### src/hw/rtl/lcb_pkg.sv
package lcb_pkg;

  // Fraction bits of the balance outputs
  localparam int unsigned CenterFracBitsDef = 16;

  // Division lanes
  localparam int unsigned LANES     = 5;
  localparam int unsigned LANE_X    = 0;
  localparam int unsigned LANE_Y    = 1;
  localparam int unsigned LANE_PCS  = 2;
  localparam int unsigned LANE_FULL = 3;
  localparam int unsigned LANE_FILL = 4;

  // Divisor and partial remainder width
  localparam int unsigned DW = 33;

  // Register indexes
  localparam logic [1:0] REG_PIECES_MODE = 2'd0;
  localparam logic [1:0] REG_UNIT_WEIGHT = 2'd1;
  localparam logic [1:0] REG_FULL_WEIGHT = 2'd2;

  localparam logic [30:0] SMALL_WEIGHT    = 31'd10;
  localparam logic [31:0] DEFAULT_DIVISOR = 32'd1000;
  localparam logic [27:0] COUNT_MAX       = 28'hFFFFFFF;
  localparam logic [13:0] FILL_MAX        = 14'd10000;

  // Sideband that travels with each item along the divider row
  typedef struct packed {
    logic flip_x;
    logic flip_y;
    logic imu;
    logic cnt_on;
    logic full_ok;
  } side_t;

endpackage

### src/hw/rtl/lcb_div_cell.sv
module lcb_div_cell #(
  parameter int unsigned NW = 56
) (
  input  logic                                       clk_i,
  input  logic                                       rst_ni,
  input  logic                                       en_i,
  input  logic                                       valid_i,
  input  lcb_pkg::side_t                             side_i,
  input  logic [lcb_pkg::LANES-1:0][lcb_pkg::DW-1:0] den_i,
  input  logic [lcb_pkg::LANES-1:0][lcb_pkg::DW-1:0] rem_i,
  input  logic [lcb_pkg::LANES-1:0][NW-1:0]          quo_i,
  output logic                                       valid_o,
  output lcb_pkg::side_t                             side_o,
  output logic [lcb_pkg::LANES-1:0][lcb_pkg::DW-1:0] den_o,
  output logic [lcb_pkg::LANES-1:0][lcb_pkg::DW-1:0] rem_o,
  output logic [lcb_pkg::LANES-1:0][NW-1:0]          quo_o
);
  import lcb_pkg::*;

  logic [DW:0] trial [LANES];
  logic [LANES-1:0][DW-1:0] rem_d;
  logic [LANES-1:0][NW-1:0] quo_d;
  logic valid_q;
  side_t side_q;
  logic [LANES-1:0][DW-1:0] den_q, rem_q;
  logic [LANES-1:0][NW-1:0] quo_q;

  // One restoring step per lane: bring in the next numerator bit, subtract if it fits
  always_comb begin
    for (int l = 0; l < LANES; l++) begin
      trial[l] = {rem_i[l], quo_i[l][NW-1]};
      if (trial[l] >= {1'b0, den_i[l]}) begin
        rem_d[l] = DW'(trial[l] - {1'b0, den_i[l]});
        quo_d[l] = {quo_i[l][NW-2:0], 1'b1};
      end else begin
        rem_d[l] = trial[l][DW-1:0];
        quo_d[l] = {quo_i[l][NW-2:0], 1'b0};
      end
    end
  end

  always_ff @(posedge clk_i or negedge rst_ni) begin
    if (!rst_ni) begin
      valid_q <= 1'b0;
    end else if (en_i) begin
      valid_q <= valid_i;
    end
  end

  // Advance the item to the next cell
  always_ff @(posedge clk_i) begin
    if (en_i) begin
      side_q <= side_i;
      den_q  <= den_i;
      rem_q  <= rem_d;
      quo_q  <= quo_d;
    end
  end

  assign valid_o = valid_q;
  assign side_o  = side_q;
  assign den_o   = den_q;
  assign rem_o   = rem_q;
  assign quo_o   = quo_q;

endmodule

### config.mk
export PLATFORM = sky130hd
export DESIGN_NAME = lcb_div_cell
export DESIGN_NICKNAME = d
export VERILOG_FILES = /design/src/hw/rtl/lcb_pkg.sv /design/src/hw/rtl/lcb_div_cell.sv
export SDC_FILE = /design/constraint.sdc
export NUM_CORES = 1
export LEC_CHECK = 0
export BUFFER_PORTS_ARGS = -buffer_cell sky130_fd_sc_hd__buf_2
export CORE_AREA = 2 2 474 476
export DETAILED_ROUTE_END_ITERATION = 10
export DIE_AREA = 0 0 476 478
export PLACE_DENSITY = 0.31
export SLEW_MARGIN = 20
export SYNTH_ARGS = -nofsm -noshare
export SYNTH_HDL_FRONTEND = slang
export SYNTH_SLANG_ARGS = --single-unit
### constraint.sdc
create_clock -name clk_i -period 1.1 [get_ports clk_i]
set_clock_uncertainty 0.15 [all_clocks]
set_input_delay 0.055 -clock clk_i [delete_from_list [all_inputs] [get_ports clk_i]]
set_output_delay 0.055 -clock clk_i [all_outputs]
set_load 0.01 [all_outputs]
### Word level (Yosys, flattened, before mapping)

Index checks and enable logic that the tools add are counted.

* logic and storage cells: 41
* input port bits: 619
* flip-flop bits (word level): 616
* output and inout port bits: 616

* multiplexer cells: 10
* add/subtract/negate cells: 5
* order comparisons: 5

Operators by type and width (count)
* greater-or-equal comparator 34 x 33 -> 1 bit: 5
* 2-to-1 mux 33 bit: 5
* subtractor 33 bit: 5
* 2-to-1 mux 1 bit: 5

### Depth between registers and ports, before layout

* depth in word-level cells: 2
* depth in mapped cells: 15

### Worst setup path before layout

Ideal clock, no wire load.

* kind: input to register
* from: input port quo_i[55] in the netlist's numbering
* to: register rem_q (netlist bit rem_o[1]) (data pin)
* data required time: 0.688 ns
* path slack: -1.800 ns
* buffers on the path: 1
* cell stages on the path: 13
* arrival: 2.488 ns
* path through: inv_1 ha_1 inv_1 fa_1 a21o_1 a221o_1 a211oi_2 o31ai_2 a21oi_4 o21ai_2 a21boi_2 buf_4 mux2_1

RTL lines
* start, declared: line lcb_div_cell.sv:11 `input logic [lcb_pkg::LANES-1:0][NW-1:0] quo_i,`
* end signal, assigned: line lcb_div_cell.sv:55 `rem_q <= rem_d;`
* end, declared: line lcb_div_cell.sv:25 `logic [LANES-1:0][DW-1:0] den_q, rem_q;`

==> results_tabular.tex <==
\begin{tabular}{lr}
\hline
Metric & Value \\
\hline
\multicolumn{2}{l}{\textbf{Status}} \\
\quad Status & finished, violations left \\
\quad Violations in the final reports & hold timing, setup timing \\
\multicolumn{2}{l}{\textbf{Die}} \\
\quad Vertical die dimension & around 480 um \\
\quad Std-Cell Rows & between 150 and 200 \\
\quad Top Ports & about 1,200 \\
\quad Die Span X & about 480 um \\
\quad Std-Cell Core Area & 223,000 sq um \\
\quad Initial cell density of the core & between 10\% and 20\% \\
\quad Overall die area & about 230,000 sq um \\
\multicolumn{2}{l}{\textbf{Pwr}} \\
\quad Largest voltage drop on the vdd net & approximately 1.1 mV \\
\quad P per Cell Area & between 1000 and 1500 nW/um\^{}2 \\
\quad Standby leakage power & between 0.02 and 0.03 uW \\
\quad Net switching power figure & roughly 25,000 uW \\
\quad Share of power burned in combinational logic & $\sim$29\% \\
\quad Share of total power in sequential cells & 36.4\% \\
\quad Cell-internal power & 57,100 uW \\
\quad Switching power as a share of total power & a little under a third \\
\quad Clock network fraction of total power & a little over a third \\
\multicolumn{2}{l}{\textbf{Logic synthesis}} \\
\quad Combinational family with the most area after synthesis & compound AO/OA/AOI/OAI gates \\
\quad Summed instance area of the synthesized netlist & approximately 30,000 sq um \\
\quad Post-synthesis adder-cell area fraction & 7.32\% \\
\quad Top FF cell, synth & sky130\_fd\_sc\_hd\_\_edfxtp\_1 \\
\quad Net count after synthesis & $\sim$3,100 \\
\quad Post-synthesis instance total & between 2,000 and 2,500 \\
\quad Synthesized flop and latch total & between 600 and 700 \\
\quad Post-synthesis share of cell area spent on xor and xnor gates & between 4 and 5\% \\
\quad Fraction of the mapped netlist area in simple logic gates & slightly below 8\% \\
\quad Multiplexer fraction of the synthesized cell area & $\sim$1.4\% \\
\quad Post-Synthesis Mean Instance Area & approximately 13 sq um \\
\quad Post-synthesis compound-gate area fraction & about an eighth \\
\quad Number of flops mapped to enable cells by yosys & 615 \\
\quad Post-synthesis sequential area ratio & approximately 63\% \\
\quad Synth cell types & 85 \\
\quad Async set-or-reset flop fraction in the synthesized netlist & less than 1\% \\
\quad Yosys warning count & 0 \\
\multicolumn{2}{l}{\textbf{Timing}} \\
\quad Max-slew violation count & 0 \\
\quad Minimum hold slack & -0.620 ns \\
\quad Final min period & between 2 and 2.5 ns \\
\quad Final hold violation count & between 100 and 150 \\
\quad Total setup violations reported at the end of the flow & 917 \\
\quad Setup slack after layout & -1.23 ns \\
\quad Setup repair after global routing missed its margin & yes \\
\quad Headroom to the max-slew limit & between 60 and 70\% \\
\quad Fmax & $\sim$430 MHz \\
\quad Setup TNS & -401.40 ns \\
\quad Period utilisation layout & 212\% \\
\quad Worst Max-Slew Pin Slew & between 0.5 and 0.6 ns \\
\multicolumn{2}{l}{\textbf{Clocking}} \\
\quad Clock tree sinks & approximately 620 \\
\quad Number of buffers created by CTS & 87 \\
\quad Clock Latency Late Sink & 0.68 ns \\
\quad Root cell of the clock tree & sky130\_fd\_sc\_hd\_\_clkbuf\_16 \\
\quad Maximum level of the CTS H-tree & 3 \\
\quad Buffer levels on the longest clock path & 3 \\
\quad Clock transition at path regs & approximately 0.060 ns \\
\quad TritonCTS clock tree & yes \\
\multicolumn{2}{l}{\textbf{Route}} \\
\quad Vias per inst & between 3 and 4 \\
\quad Routed wirelength normalized by instance count & 19.5 um \\
\quad First-pass DRT Iterations & 5 \\
\quad Number of design rule violations left after detail routing & 0 \\
\quad Antenna-violating nets left & 0 \\
\quad DR iter-0 viols & between 1,000 and 1,500 \\
\quad Number of vias in the routed layout & 31,024 \\
\quad Sum of routed wire length over all layers & 166,000 um \\
\multicolumn{2}{l}{\textbf{Placed design}} \\
\quad Post-DP HPWL & between 100,000 and 150,000 um \\
\quad Number of placed cells counting well taps & 7,275 \\
\quad Number of port buffers & 1,234 \\
\quad Routability cong. & 0.808 \\
\multicolumn{2}{l}{\textbf{Global routing}} \\
\quad Via count of the first global-routing pass & approximately 32,000 \\
\quad Wire length of the first global-routing pass & about 230,000 um \\
\quad Pin count of the biggest net entering global routing & 50 \\
\quad Number of antenna violations at the first check in global routing & 77 \\
\quad Tot GR Track Use & around 14\% \\
\quad Global route total overflow & 0 \\
\multicolumn{2}{l}{\textbf{Layout}} \\
\quad Most common library cell in the layout ignoring fill and taps & sky130\_fd\_sc\_hd\_\_buf\_2 \\
\quad Area growth, synth to finish & 111\% \\
\quad Final cell count without fillers & approximately 8,500 \\
\quad Post-layout nets & 6,228 \\
\quad Layout cell share with drive strength beyond 1 & between 40\% and 50\% \\
\quad Final core utilization & approximately 28\% \\
\quad Most used cells in the layout excluding fill and tap cells & 1,125 x sky130\_fd\_sc\_hd\_\_buf\_2, 984 x sky130\_fd\_sc\_hd\_\_dlygate4sd3\_1, 746 x sky130\_fd\_sc\_hd\_\_buf\_4 \\
\multicolumn{2}{l}{\textbf{Worst setup path}} \\
\quad Crit path max fanout & 4 \\
\quad Critical Path End Type & flop \\
\quad Kind of start point of the critical path & input port \\
\quad Critical path arrival & roughly 2.7 ns \\
\quad Type of the setup path with the least slack & in -> reg \\
\quad Worst Path Required & approximately 1.4 ns \\
\multicolumn{2}{l}{\textbf{Run}} \\
\quad \# Max-Cap Violations & 0 \\
\multicolumn{2}{l}{\textbf{Hold path}} \\
\quad Worst Hold Class & in -> reg \\
\hline
\end{tabular}
[worst paths after layout]
kind / from / to / slack (ns) / depth (start not counted)
worst max-delay path: rem_i[6] / rem_o[21]$_DFFE_PP_ / -1.23 / 14
worst min-delay path: den_i[122] / den_o[122]$_DFFE_PP_ / -0.62 / 1
worst max register to register: valid_o$_DFFE_PN0P_ / valid_o$_DFFE_PN0P_ / 0.17 / 1
worst min register to register: valid_o$_DFFE_PN0P_ / valid_o$_DFFE_PN0P_ / 0.40 / 1
max in group asynchronous: rst_ni / valid_o$_DFFE_PN0P_ / 0.12 / 4
min in group asynchronous: rst_ni / valid_o$_DFFE_PN0P_ / 0.58 / 4
[state kept, by name, summed over array words and instances (netlist names)]
register and count:
valid_o 1, side_o 5, quo_o 280, rem_o 165
den_o 165
[worst max-delay path: stages]
cell,delay [ns]
sky130_fd_sc_hd__buf_2,0.10
sky130_fd_sc_hd__dlygate4sd3_1,0.60
sky130_fd_sc_hd__ha_1,0.34
sky130_fd_sc_hd__buf_4,0.12
sky130_fd_sc_hd__buf_4,0.10
sky130_fd_sc_hd__nand4_1,0.10
sky130_fd_sc_hd__a211oi_1,0.26
sky130_fd_sc_hd__nor2_1,0.11
sky130_fd_sc_hd__buf_4,0.17
sky130_fd_sc_hd__o21ai_1,0.18
sky130_fd_sc_hd__a21boi_1,0.13
sky130_fd_sc_hd__buf_4,0.15
sky130_fd_sc_hd__xor2_1,0.15
sky130_fd_sc_hd__o21ai_2,0.08
[cells by family (layout without fill, tap and decap cells)]
group / Yosys count / after routing
fa+ha+maj: 170 / 170
xor+xnor: 146 / 146
flops: 616 / 616
compound gates: 612 / 612
buf+inv: 268 / 3428
mux: 33 / 33
simple gates: 507 / 507
other cells: 0 / 26
[layout make-up]
class / count / area (sq um)
Fill cell: 23586 / 161000
Timing Repair Buffer: 3064 / 24000
Sequential cell: 616 / 18500
Multi-Input combinational cell: 1468 / 12200
Tap cell: 2992 / 3740
Clock buffer: 105 / 2270
Inverter: 199 / 828
Clock inverter: 57 / 572
Antenna cell: 26 / 65.1
Timing Repair inverter: 3 / 57.6
[through the flow]
| stage | hold WS [ns] | instance area, sq um | power, uW | setup WS (ns) |
|---|---|---|---|---|
| floorplan | -0.391 | 30100 | 37200 | -1.63 |
| global placement | -0.320 | 45700 | 48400 | -2.30 |
| detailed placement | -0.319 | 45700 | 48200 | -2.21 |
| CTS | -0.739 | 59500 | 81700 | -1.11 |
| global route | -0.693 | 62300 | 86100 | -1.26 |
| finish | -0.620 | 62300 | 81800 | -1.23 |
[per-layer routing]
metal  vias to the layer above  wire (um)  track usage (%)
li1                      14951          -                -
met1                     14854      67500             16.0
met2                       912      81000             23.9
met3                       261      11300             3.98
met4                        46       6200             5.49
met5                         -        303            0.192
[timing repair]
item                                   4_1_cts  5_1_grt
endpoints found under the hold margin     1231      189
gates cloned                                13        5
gates resized for setup                    290      462
setup endpoints to repair                  786      832
pin swaps                                   73       99
setup buffers                               58       42
hold buffers                               889      103
[power groups by stage]
stage	registers, uW	logic, uW	clock network [uW]
finish	29700	23600	28400
global route	30000	25500	30500
CTS	29700	22200	29800
detailed placement	30100	18100	0
global placement	30100	18300	0
floorplan	31100	6070	0
[synth_stat cells (33+ instances only)]
library cell / count / area share [%]
sky130_fd_sc_hd__ha_1: 165 / 7.0
sky130_fd_sc_hd__nand2_1: 182 / 2.3
sky130_fd_sc_hd__a21o_1: 72 / 1.8
sky130_fd_sc_hd__a21oi_1: 225 / 3.8
sky130_fd_sc_hd__nand3_1: 34 / 0.58
sky130_fd_sc_hd__edfxtp_1: 615 / 62
sky130_fd_sc_hd__o21ai_0: 129 / 2.2
sky130_fd_sc_hd__nand4_1: 33 / 0.70
sky130_fd_sc_hd__xnor2_1: 80 / 2.4
sky130_fd_sc_hd__xor2_1: 66 / 2.0
sky130_fd_sc_hd__inv_1: 198 / 2.5
sky130_fd_sc_hd__clkbuf_1: 36 / 0.46
sky130_fd_sc_hd__o21ai_1: 38 / 0.64
sky130_fd_sc_hd__nor2_1: 141 / 1.8
Note: power is estimated with default switching activity, not from simulation.
