<file path="src/hw/rtl/lcb_pkg.sv">
package lcb_pkg;

  // Fraction bits of the balance outputs
  localparam int unsigned CenterFracBitsDef = 16;

  // Division lanes
  localparam int unsigned LANES     = 5;
  localparam int unsigned LANE_X    = 0;
  localparam int unsigned LANE_Y    = 1;
  localparam int unsigned LANE_PCS  = 2;
  localparam int unsigned LANE_FULL = 3;
  localparam int unsigned LANE_FILL = 4;

  // Divisor and partial remainder width
  localparam int unsigned DW = 33;

  // Register indexes
  localparam logic [1:0] REG_PIECES_MODE = 2'd0;
  localparam logic [1:0] REG_UNIT_WEIGHT = 2'd1;
  localparam logic [1:0] REG_FULL_WEIGHT = 2'd2;

  localparam logic [30:0] SMALL_WEIGHT    = 31'd10;
  localparam logic [31:0] DEFAULT_DIVISOR = 32'd1000;
  localparam logic [27:0] COUNT_MAX       = 28'hFFFFFFF;
  localparam logic [13:0] FILL_MAX        = 14'd10000;

  // Sideband that travels with each item along the divider row
  typedef struct packed {
    logic flip_x;
    logic flip_y;
    logic imu;
    logic cnt_on;
    logic full_ok;
  } side_t;

endpackage

</file>
<file path="src/hw/rtl/lcb_prep.sv">
module lcb_prep #(
  parameter int unsigned CenterFracBits = lcb_pkg::CenterFracBitsDef,
  parameter int unsigned NW = 56
) (
  input  logic                                   clk_i,
  input  logic                                   rst_ni,
  input  logic                                   en_i,
  input  logic                                   valid_i,
  input  logic [29:0]                            corner_weight_0_i,
  input  logic [29:0]                            corner_weight_1_i,
  input  logic [29:0]                            corner_weight_2_i,
  input  logic [29:0]                            corner_weight_3_i,
  input  logic [31:0]                            total_weight_i,
  input  logic [31:0]                            raw_weight_i,
  input  logic                                   imu_ready_i,
  input  logic                                   pieces_mode_i,
  input  logic [30:0]                            unit_weight_i,
  input  logic [30:0]                            full_weight_i,
  output logic                                   valid_o,
  output lcb_pkg::side_t                         side_o,
  output logic [lcb_pkg::LANES-1:0][NW-1:0]      num_o,
  output logic [lcb_pkg::LANES-1:0][lcb_pkg::DW-1:0] den_o
);
  import lcb_pkg::*;

  logic signed [31:0] e0, e1, e2, e3, dx, dy, sel, div;
  logic [31:0] mag_x, mag_y, dmag;
  logic [30:0] tpos;
  logic [44:0] fill_num;
  side_t side_d;
  logic [LANES-1:0][NW-1:0] num_d;
  logic [LANES-1:0][DW-1:0] den_d;
  logic valid_q;
  side_t side_q;
  logic [LANES-1:0][NW-1:0] num_q;
  logic [LANES-1:0][DW-1:0] den_q;

  // Form the differences, divisor and numerators
  always_comb begin
    e0 = {{2{corner_weight_0_i[29]}}, corner_weight_0_i};
    e1 = {{2{corner_weight_1_i[29]}}, corner_weight_1_i};
    e2 = {{2{corner_weight_2_i[29]}}, corner_weight_2_i};
    e3 = {{2{corner_weight_3_i[29]}}, corner_weight_3_i};
    dx = (e1 + e3) - (e0 + e2);
    dy = (e0 + e1) - (e2 + e3);
    mag_x = dx[31] ? 32'(-dx) : 32'(dx);
    mag_y = dy[31] ? 32'(-dy) : 32'(dy);
    sel = (raw_weight_i != 32'd0) ? $signed(raw_weight_i) : $signed(total_weight_i);
    div = (sel == 32'sd0) ? $signed(DEFAULT_DIVISOR) : sel;
    dmag = div[31] ? 32'(-div) : 32'(div);
    tpos = (!total_weight_i[31] && total_weight_i != 32'd0) ? total_weight_i[30:0] : 31'd0;
    fill_num = 45'(tpos) * 45'(10000);

    num_d[LANE_X]    = NW'({mag_x, {CenterFracBits{1'b0}}});
    num_d[LANE_Y]    = NW'({mag_y, {CenterFracBits{1'b0}}});
    num_d[LANE_PCS]  = NW'(33'({tpos, 1'b0}) + 33'(unit_weight_i));
    num_d[LANE_FULL] = NW'(33'({full_weight_i, 1'b0}) + 33'(unit_weight_i));
    num_d[LANE_FILL] = NW'(fill_num);
    den_d[LANE_X]    = DW'(dmag);
    den_d[LANE_Y]    = DW'(dmag);
    den_d[LANE_PCS]  = DW'({unit_weight_i, 1'b0});
    den_d[LANE_FULL] = DW'({unit_weight_i, 1'b0});
    den_d[LANE_FILL] = DW'(full_weight_i);

    side_d.flip_x  = dx[31] ^ div[31];
    side_d.flip_y  = dy[31] ^ div[31];
    side_d.imu     = imu_ready_i;
    side_d.cnt_on  = pieces_mode_i && (unit_weight_i > SMALL_WEIGHT);
    side_d.full_ok = full_weight_i > SMALL_WEIGHT;
  end

  // Hold the valid flag
  always_ff @(posedge clk_i or negedge rst_ni) begin
    if (!rst_ni) begin
      valid_q <= 1'b0;
    end else if (en_i) begin
      valid_q <= valid_i;
    end
  end

  // Register the payload
  always_ff @(posedge clk_i) begin
    if (en_i) begin
      side_q <= side_d;
      num_q  <= num_d;
      den_q  <= den_d;
    end
  end

  assign valid_o = valid_q;
  assign side_o  = side_q;
  assign num_o   = num_q;
  assign den_o   = den_q;

endmodule

</file>
<file path="config.mk">
export PLATFORM = sky130hd
export DESIGN_NAME = lcb_prep
export DESIGN_NICKNAME = d
export VERILOG_FILES = /design/src/hw/rtl/lcb_pkg.sv /design/src/hw/rtl/lcb_prep.sv
export SDC_FILE = /design/constraint.sdc
export NUM_CORES = 1
export LEC_CHECK = 0
export BUFFER_PORTS_ARGS = -buffer_cell sky130_fd_sc_hd__buf_4
export CAP_MARGIN = 10
export CORE_AREA = 2 2 276 278
export CTS_CLUSTER_SIZE = 14
export DETAILED_ROUTE_END_ITERATION = 10
export DIE_AREA = 0 0 278 280
export GPL_ROUTABILITY_DRIVEN = 0
export PLACE_DENSITY = 0.61
export SYNTH_ARGS = -nofsm -noshare
export SYNTH_HDL_FRONTEND = slang
export SYNTH_SLANG_ARGS = --single-unit
</file>
<file path="constraint.sdc">
create_clock -name clk_i -period 1.2 [get_ports clk_i]
set_clock_uncertainty 0.1 [all_clocks]
set_input_delay 0.18 -clock clk_i [delete_from_list [all_inputs] [get_ports clk_i]]
set_output_delay 0.18 -clock clk_i [all_outputs]
set_load 0.02 [all_outputs]
</file>
Word level (Yosys, flattened, before mapping)
Index checks and enable logic that the tools add are counted.

Bits in registers: 317. Input port bits: 252. Output and inout bits: 451. Word-level logic and storage cells: 45.

Add/sub/neg operators: 11. Multipliers: 1. Order comparisons: 2. Muxes and demuxes: 6. Bitwise operators: 2. Reductions and logical operators: 6.

Operator list (number): $add 30x30->31 (4); $mux 31 (4); $neg 32->32 (3); $add 32x31->33 (2); $mux 32 (2); $reduce_bool 32->1 (2); $sub 31x31->32 (2); $gt 31x4->1 const B (2); $mul 31x10->41 const B (1); $logic_not 32->1 (1); $logic_and 1x1->1 (2); $xor 1x1->1 (2); $logic_not 1->1 (1).

Logic depth before layout (Yosys ltp)
Gate-level depths: netlist of the first run.

Depth in word-level cells: 6. Gate-level depth with buffers: 31. Gate-level depth less buffers: 26.

Worst setup path after synthesis of the first run
Ideal clock, no wire load.

Path kind: input to register. Start point: input total_weight_i[11]. End point: register num_q, in the netlist num_o[268], data pin. Library setup time: 0.258 ns. Arrival: 6.793 ns. Data required time: 0.842 ns. Setup slack: -5.951 ns. Stages: 27. Path buffers: 4. Cells stage by stage: or2_4 -> or4_1 -> buf_2 -> o41ai_4 -> buf_6 -> clkbuf_1 -> buf_1 -> nor2_1 -> ha_1 -> ha_1 -> fa_1 -> ha_1 -> inv_1 -> fa_1 -> inv_1 -> ha_1 -> and3_1 -> nand3_1 -> o211ai_1 -> a22oi_1 -> o21ai_1 -> a311o_1 -> o31a_1 -> a2111o_1 -> a21o_1 -> a21oi_1 -> xnor2_1.

Word-level cells in the longest chain between the ends: 4.

Ends and longest elaborated chain: from (decl) (RTL line lcb_prep.sv:13) `input logic [31:0] total_weight_i,`; $reduce_bool 32->1 (RTL line lcb_prep.sv:51) `tpos = (!total_weight_i[31] && total_weight_i != 32'd0) ? total_weight_i[30:0] : 31'd0;`; $logic_and 1x1->1 (RTL line lcb_prep.sv:51); $mux 31 * (RTL line lcb_prep.sv:51); $mul 31x10->41 * (RTL line lcb_prep.sv:52) `fill_num = 45'(tpos) * 45'(10000);`; named net fill_num[44] (RTL line lcb_prep.sv:29) `logic [44:0] fill_num;`; to (signal assigned) (RTL line lcb_prep.sv:85) `num_q <= num_d;`; to (decl) (RTL line lcb_prep.sv:35) `logic [LANES-1:0][NW-1:0] num_q;`.

Mark *: on every way through the listed nets, which the timed path passes. The rest lies on a longest branch. A chain may end at the register's enable or synchronous reset.

Worst setup path after layout of the first run
Start point: input total_weight_i[23]. End point: register num_q, in the netlist num_o[268], data pin.

The elaborated chain is that of the path after synthesis.

==> impl_metrics.py, run 1 <==
metrics = {
    "outcome": {
        "status": "finished, violations left",
        "violations": "hold timing, setup timing",
    },
    "yosys": {
        "async_flop_share_pct": 0.372,
        "synth_seq_cells": 269,
        "ys.flop_type": "edfxtp_1",
        "synth_area_leaders": "edfxtp_1, fa_1, ha_1",
        "yosysTopAreaCellShare_pct": 29.1,
        "synth_edf_count": 268,
        "yosys.area.top_type": "edfxtp_1",
        "netlist_instances": 2831,
        "synth.avg_cell_area_um2": 9.78,
        "syn-cell-area_mm2": 0.0277,
        "synth_warnings": 0,
        "ys_seq_area_share_pct": 29.1,
        "ys_types": 100,
    },
    "setup_path": {
        "cp_slowest_cell": "o41a_4",
        "critPathMaxFanout": 5,
        "endpoint_kind": "register",
        "regToRegEndpoint": "valid_o$_DFFE_PN0P_",
        "required_ns": 1.41,
        "r2r.worst_path.cells": 1,
        "arrival_ns": 6.17,
        "critPathLaunch": "total_weight_i[23]",
        "path_class": "primary input to register",
        "crit_path_max_incr_delay_ns": 0.58,
        "critPathMostFrequentCell": "ha_4",
        "rr_startpoint": "valid_o$_DFFE_PN0P_",
        "r2r_slack_ns": 0.36,
        "cp-start-kind": "primary input",
    },
    "sta": {
        "setup_slack_ns": -4.76,
        "grt_setup_unrepaired": "true",
        "hold_viol_final": 3,
        "slew-limit-headroom_pct": 50.5,
        "worst_slew_pin_slew_ns": 0.741,
        "drv_slew": 0,
        "whs_ns": -0.153,
        "fmax_mhz": 168,
        "fin_crit_ns": 5.96,
        "setup_viol": 532,
        "fin_setup_tns_ns": -535.35,
        "timing.final.crit_share_pct": 497,
    },
    "routing": {
        "drc": 0,
        "first_iter_violations": 1254,
        "via_per_inst": 4.97,
        "dr.pass1.iters": 5,
        "routed_wl_mm": 108,
        "via_count": 26600,
        "wl_per_cell_um": 20.1,
        "ant_nets": 0,
    },
    "placement": {
        "port-buffer-count": 585,
        "dp_hpwl_mm": 86.8,
        "dp_cells": 5120,
    },
    "power": {
        "ir_drop_mv": 1.92,
        "p_leak_nw": 21.1,
        "power.density_mw_per_mm2": 1840,
    },
    "clock_tree": {
        "clk_pin_slew_ns": 0.06,
        "cts_buffers": 36,
        "cts_tree": "yes",
        "clock-sinks": 269,
        "h-tree-depth": 2,
        "clk_latency_ns": 0.55,
        "clock-root-buffer": "clkbuf_16",
        "clockBufferDepth": 3,
        "hold_buffers": 74,
    },
    "min_path": {
        "hold_path_startpoint": "unit_weight_i[1]",
        "min_path_cells": 2,
        "min_path_type": "primary input to register",
        "min_to": "num_o[113]$_DFFE_PP_",
    },
    "global_routing": {
        "gr-usage-all-layers_pct": 26.6,
        "grt_pass1_vias": 27300,
        "grt_max_degree": 31,
        "grt_pass1_wl_mm": 158,
        "antenna_found_initial": 18,
        "gr-total-overflow": 0,
    },
    "floorplan": {
        "die_x_um": 278,
        "die-area_mm2": 0.0778,
        "die_h_um": 280,
        "start_util_pct": 36.8,
        "row_count": 101,
        "io_pins": 703,
        "core_mm2": 0.0752,
    },
    "finish": {
        "final_common_cell": "buf_4",
        "nNetsFinal": 5025,
        "final_cell_mix": "buf_4, edfxtp_1, inv_1, fa_1, ha_1",
        "fillers": 6176,
        "syn2layout_area_growth_pct": 63.7,
        "final_core_util_pct": 60.3,
        "drive_above_1_share_pct": 48.4,
        "final_cell_count_no_fill": 5359,
    },
    "flow_run": {
        "maxCapViolCount": 0,
    },
}
-- metal layers --
metal  vias to the layer above  part of all wire [%]  track usage (%)
met5                         -                  0.13                0
li1                      12700                     -                -
met2                       788                    52             49.5
met3                       216                   6.5             6.05
met1                     12900                    38             29.3
met4                        22                   4.1             10.2
-- stage by stage --
stage | cell area [um2] | hold WS, ns | power [mW] | setup WS (ns)
3_3_place_gp | 40100 | -0.145 | 62.0 | -5.46
3_5_place_dp | 40100 | -0.144 | 62.4 | -5.50
6_report | 45400 | -0.153 | 83.3 | -4.76
5_1_grt | 45300 | -0.160 | 88.2 | -4.88
2_1_floorplan | 29700 | -0.216 | 41.9 | -5.22
4_1_cts | 44000 | -0.178 | 79.8 | -4.71
-- area by class of cell --
type                            instances  area [um2]  area share (%)
Timing Repair Buffer                 1631       13200            29.2
Tap cell                              978        1220            2.70
Sequential cell                       269        8070            17.8
Clock buffer                           45         977            2.15
Antenna cell                            7        17.5          0.0386
Inverter                              302        1160            2.56
Clock inverter                         20         209           0.461
Multi-Input combinational cell       2107       20500            45.1
-- cell families (layout without fill, tap and decap cells) --
| group | count (synthesis) | count (layout) | synth area share (%) |
|---|---|---|---|
| compound gates | 655 | 655 | 15.5 |
| xor+xnor | 263 | 263 | 8.32 |
| fa+ha+maj | 444 | 444 | 24.9 |
| buf+inv | 571 | 1998 | 10.5 |
| flops | 269 | 269 | 29.1 |
| mux | 6 | 6 | 0.226 |
| other cells | 1 | 124 | 0.0135 |
| simple gates | 622 | 622 | 11.5 |
-- worst max path at each step --
stage,endpoint,slack [ns],cells after the start
floorplan,num_o[268]$_DFFE_PP_,-5.22,29
global placement,num_o[268]$_DFFE_PP_,-5.46,26
detailed placement,num_o[268]$_DFFE_PP_,-5.50,25
CTS,num_o[268]$_DFFE_PP_,-4.71,25
global route,num_o[268]$_DFFE_PP_,-4.88,27
finish,num_o[268]$_DFFE_PP_,-4.76,27
-- timing repair --
action	in CTS	in global routing
pin swaps	178	158
resized for setup	276	185
endpoints found under the hold margin	111	3
buffers inserted	50	55
setup endpoints to repair	530	532
gates cloned	7	1
-- worst max-delay path, delay by kind of cell --
| kind | cells | cell delay [ns] |
|---|---|---|
| buffers and inverters | 5 | 0.37 |
| XOR/XNOR | 2 | 0.20 |
| AO/OA/AOI/OAI | 10 | 2.67 |
| AND/OR/NAND/NOR | 4 | 0.90 |
| adder cells (fa/ha/maj) | 6 | 1.87 |
-- registers in the layout, summed over array words and instances, names as in the netlist --
| name | flops |
|---|---|
| den_o | 94 |
| num_o | 169 |
| side_o | 5 |
| valid_o | 1 |
-- power by group --
part           internal [mW]  switching, mW
clock                   6.47           4.46
sequential              14.4           1.19
combinational           28.4           28.3
-- synth_stat cells (9+ instances only) --
cell type	number
a211oi_1	20
a21o_1	91
a21oi_1	199
a22oi_1	17
a31oi_1	31
and2_1	17
and3_1	19
buf_1	14
buf_4	183
clkbuf_1	63
edfxtp_1	268
fa_1	185
ha_1	241
inv_1	301
maj3_1	18
nand2_1	139
nand2b_1	21
nand3_1	39
nand4_1	20
nor2_1	173
nor2b_1	43
nor3_1	41
nor4_1	28
o211ai_1	20
o21a_1	19
o21ai_0	106
o21ai_1	10
o21bai_1	22
o31ai_1	20
or2_2	12
or3_1	9
xnor2_1	175
xor2_1	88
Power figures use the tool's default switching activity.
==> run 2, diff against run 1 <==
--- a/config.mk
+++ b/config.mk
@@ -13,6 +13,7 @@
 export DIE_AREA = 0 0 278 280
 export GPL_ROUTABILITY_DRIVEN = 0
 export PLACE_DENSITY = 0.61
+export SETUP_SLACK_MARGIN = 0.5
 export SYNTH_ARGS = -nofsm -noshare
 export SYNTH_HDL_FRONTEND = slang
 export SYNTH_SLANG_ARGS = --single-unit
==> constraint.sdc (replaced) <==
create_clock -name clk_i -period 1.2 [get_ports clk_i]
set_clock_uncertainty 0.1 [all_clocks]
set_input_delay 0.3 -clock clk_i [delete_from_list [all_inputs] [get_ports clk_i]]
set_output_delay 0.3 -clock clk_i [all_outputs]
set_load 0.02 [all_outputs]
==> impl_metrics.py, run 2 (synthesized netlist as in run 1, its figures left out) <==
metrics = {
    "setup_path": {
        "path_class": "primary input to register",
        "required_ns": 1.42,
        "r2r_slack_ns": 0.33,
        "rr_startpoint": "valid_o$_DFFE_PN0P_",
        "regToRegEndpoint": "valid_o$_DFFE_PN0P_",
        "arrival_ns": 6.20,
        "cp-start-kind": "primary input",
        "critPathMaxFanout": 5,
        "r2r.worst_path.cells": 1,
        "crit_path_max_incr_delay_ns": 0.55,
        "cp_slowest_cell": "fa_1",
        "endpoint_kind": "register",
    },
    "sta": {
        "drv_slew": 0,
        "setup_slack_ns": -4.78,
        "fmax_mhz": 167,
        "whs_ns": -0.175,
        "setup_viol": 533,
        "timing.final.crit_share_pct": 498,
        "worst_slew_pin_slew_ns": 0.690,
        "fin_crit_ns": 5.98,
        "slew-limit-headroom_pct": 53.4,
        "hold_viol_final": 52,
        "grt_setup_unrepaired": "true",
        "fin_setup_tns_ns": -602.42,
    },
    "floorplan": {
        "core_mm2": 0.0752,
        "row_count": 101,
        "start_util_pct": 36.8,
        "die_x_um": 278,
        "io_pins": 703,
        "die-area_mm2": 0.0778,
        "die_h_um": 280,
    },
    "clock_tree": {
        "clock-root-buffer": "clkbuf_16",
        "h-tree-depth": 2,
        "clk_pin_slew_ns": 0.05,
        "cts_tree": "yes",
        "clk_latency_ns": 0.57,
        "cts_buffers": 37,
        "clockBufferDepth": 3,
        "clock-sinks": 269,
        "hold_buffers": 1,
    },
    "finish": {
        "syn2layout_area_growth_pct": 61.9,
        "largest_register_ffs": 169,
        "final_common_cell": "buf_4",
        "regArea_mm2": 0.00807,
        "multiInputGateArea_mm2": 0.0205,
        "nNetsFinal": 4976,
        "final_cell_mix": "buf_4, edfxtp_1, inv_1, fa_1, ha_1",
        "final_core_util_pct": 59.7,
        "fillers": 6271,
        "drive_above_1_share_pct": 49.4,
        "postLayoutCellArea_mm2": 0.0449,
    },
    "outcome": {
        "violations": "hold timing, setup timing",
        "status": "finished, violations left",
    },
    "routing": {
        "first_iter_violations": 1601,
        "ant_nets": 0,
        "drc": 0,
        "via_per_inst": 5.01,
        "dr.pass1.iters": 7,
        "wl_per_cell_um": 19.9,
        "routed_wl_mm": 106,
        "via_count": 26600,
    },
    "power": {
        "ir_drop_mv": 1.71,
        "total_power_mw": 83.9,
        "power.density_mw_per_mm2": 1870,
        "p_leak_nw": 21.0,
    },
    "global_routing": {
        "gr-total-overflow": 0,
        "antenna_found_initial": 5,
        "grt_pass1_wl_mm": 155,
        "gr-usage-all-layers_pct": 25.9,
        "grt_max_degree": 30,
        "grt_pass1_vias": 27100,
    },
    "placement": {
        "port-buffer-count": 585,
        "dpl_cell_area_mm2": 0.0402,
        "dp_hpwl_mm": 85.4,
    },
    "min_path": {
        "hold_path_startpoint": "imu_ready_i",
        "min_path_type": "primary input to register",
        "min_path_cells": 1,
        "min_to": "side_o[2]$_DFFE_PP_",
    },
    "flow_run": {
        "maxCapViolCount": 0,
    },
}
run 2: changes by cell type in the layout (fill, tap and decap cells not counted), sizes merged:
cell         delta
bufinv          +2
buf            +24
dlygate4sd3    -73
clkbuf          -3
diode           -4
inv             +3
run 2: timing repair:
action / 4_1_cts / 5_1_grt
gates cloned: 8 / 0
resized for setup: 296 / 179
hold endpoints to repair: 59 / 55
setup buffers: 56 / 36
setup endpoints to repair: 539 / 539
pin swaps: 173 / 150
run 2: how the worst max path moves through the flow:
| stage | slack [ns] | cells after the start | start | end |
|---|---|---|---|---|
| 6_report | -4.78 | 26 | total_weight_i[23] | num_o[268]$_DFFE_PP_ |
| 5_1_grt | -4.96 | 28 | total_weight_i[31] | num_o[268]$_DFFE_PP_ |
| 4_1_cts | -4.77 | 26 | total_weight_i[10] | num_o[268]$_DFFE_PP_ |
| 3_5_place_dp | -5.53 | 26 | total_weight_i[23] | num_o[268]$_DFFE_PP_ |
| 3_3_place_gp | -5.48 | 27 | total_weight_i[8] | num_o[268]$_DFFE_PP_ |
| 2_1_floorplan | -5.34 | 29 | total_weight_i[11] | num_o[268]$_DFFE_PP_ |
run 2: per-stage QoR:
stage                     worst slack (ns)  instances  hold WS, ns
after detailed placement             -5.53       5136      -0.0232
after floorplan                      -5.34       2947      -0.0956
after global routing                 -4.96       5307       -0.196
final                                -4.78       5308       -0.175
after CTS                            -4.77       5269       -0.219
after global placement               -5.48       5136      -0.0247
run 2: area by class of cell:
cell class | instances | area share, %
Clock inverter | 25 | 0.614
Clock buffer | 43 | 2.11
Tap cell | 978 | 2.73
Antenna cell | 3 | 0.0167
Inverter | 302 | 2.59
Multi-Input combinational cell | 2107 | 45.7
Sequential cell | 269 | 18.0
Timing Repair Buffer | 1581 | 28.2
run 2: power breakdown:
group          internal [mW]  total, mW  leakage (nW)  switching [mW]
Clock                   6.79       11.3         0.592            4.50
Sequential              14.4       15.5          2.63            1.11
Combinational           28.6       57.1          17.7            28.5
Total                   49.8       83.9          21.0            34.1
run 2: layer usage:
metal  share of wire, %  wire (um)  track usage [%]
met1                 39      40700             30.2
met2                 51      54200             47.8
met3                6.1       6430             4.49
met5              0.011         12                0
met4                4.0       4230             9.15
run 2: critical path, delay by kind of cell:
| kind | cells | cell delay [ns] |
|---|---|---|
| and+or+nand+nor | 3 | 0.78 |
| AOI/OAI and AO/OA | 11 | 2.63 |
| buffers and inverters | 5 | 0.44 |
| adders and majority gates | 6 | 1.99 |
| xor gates and xnor gates | 1 | 0.07 |
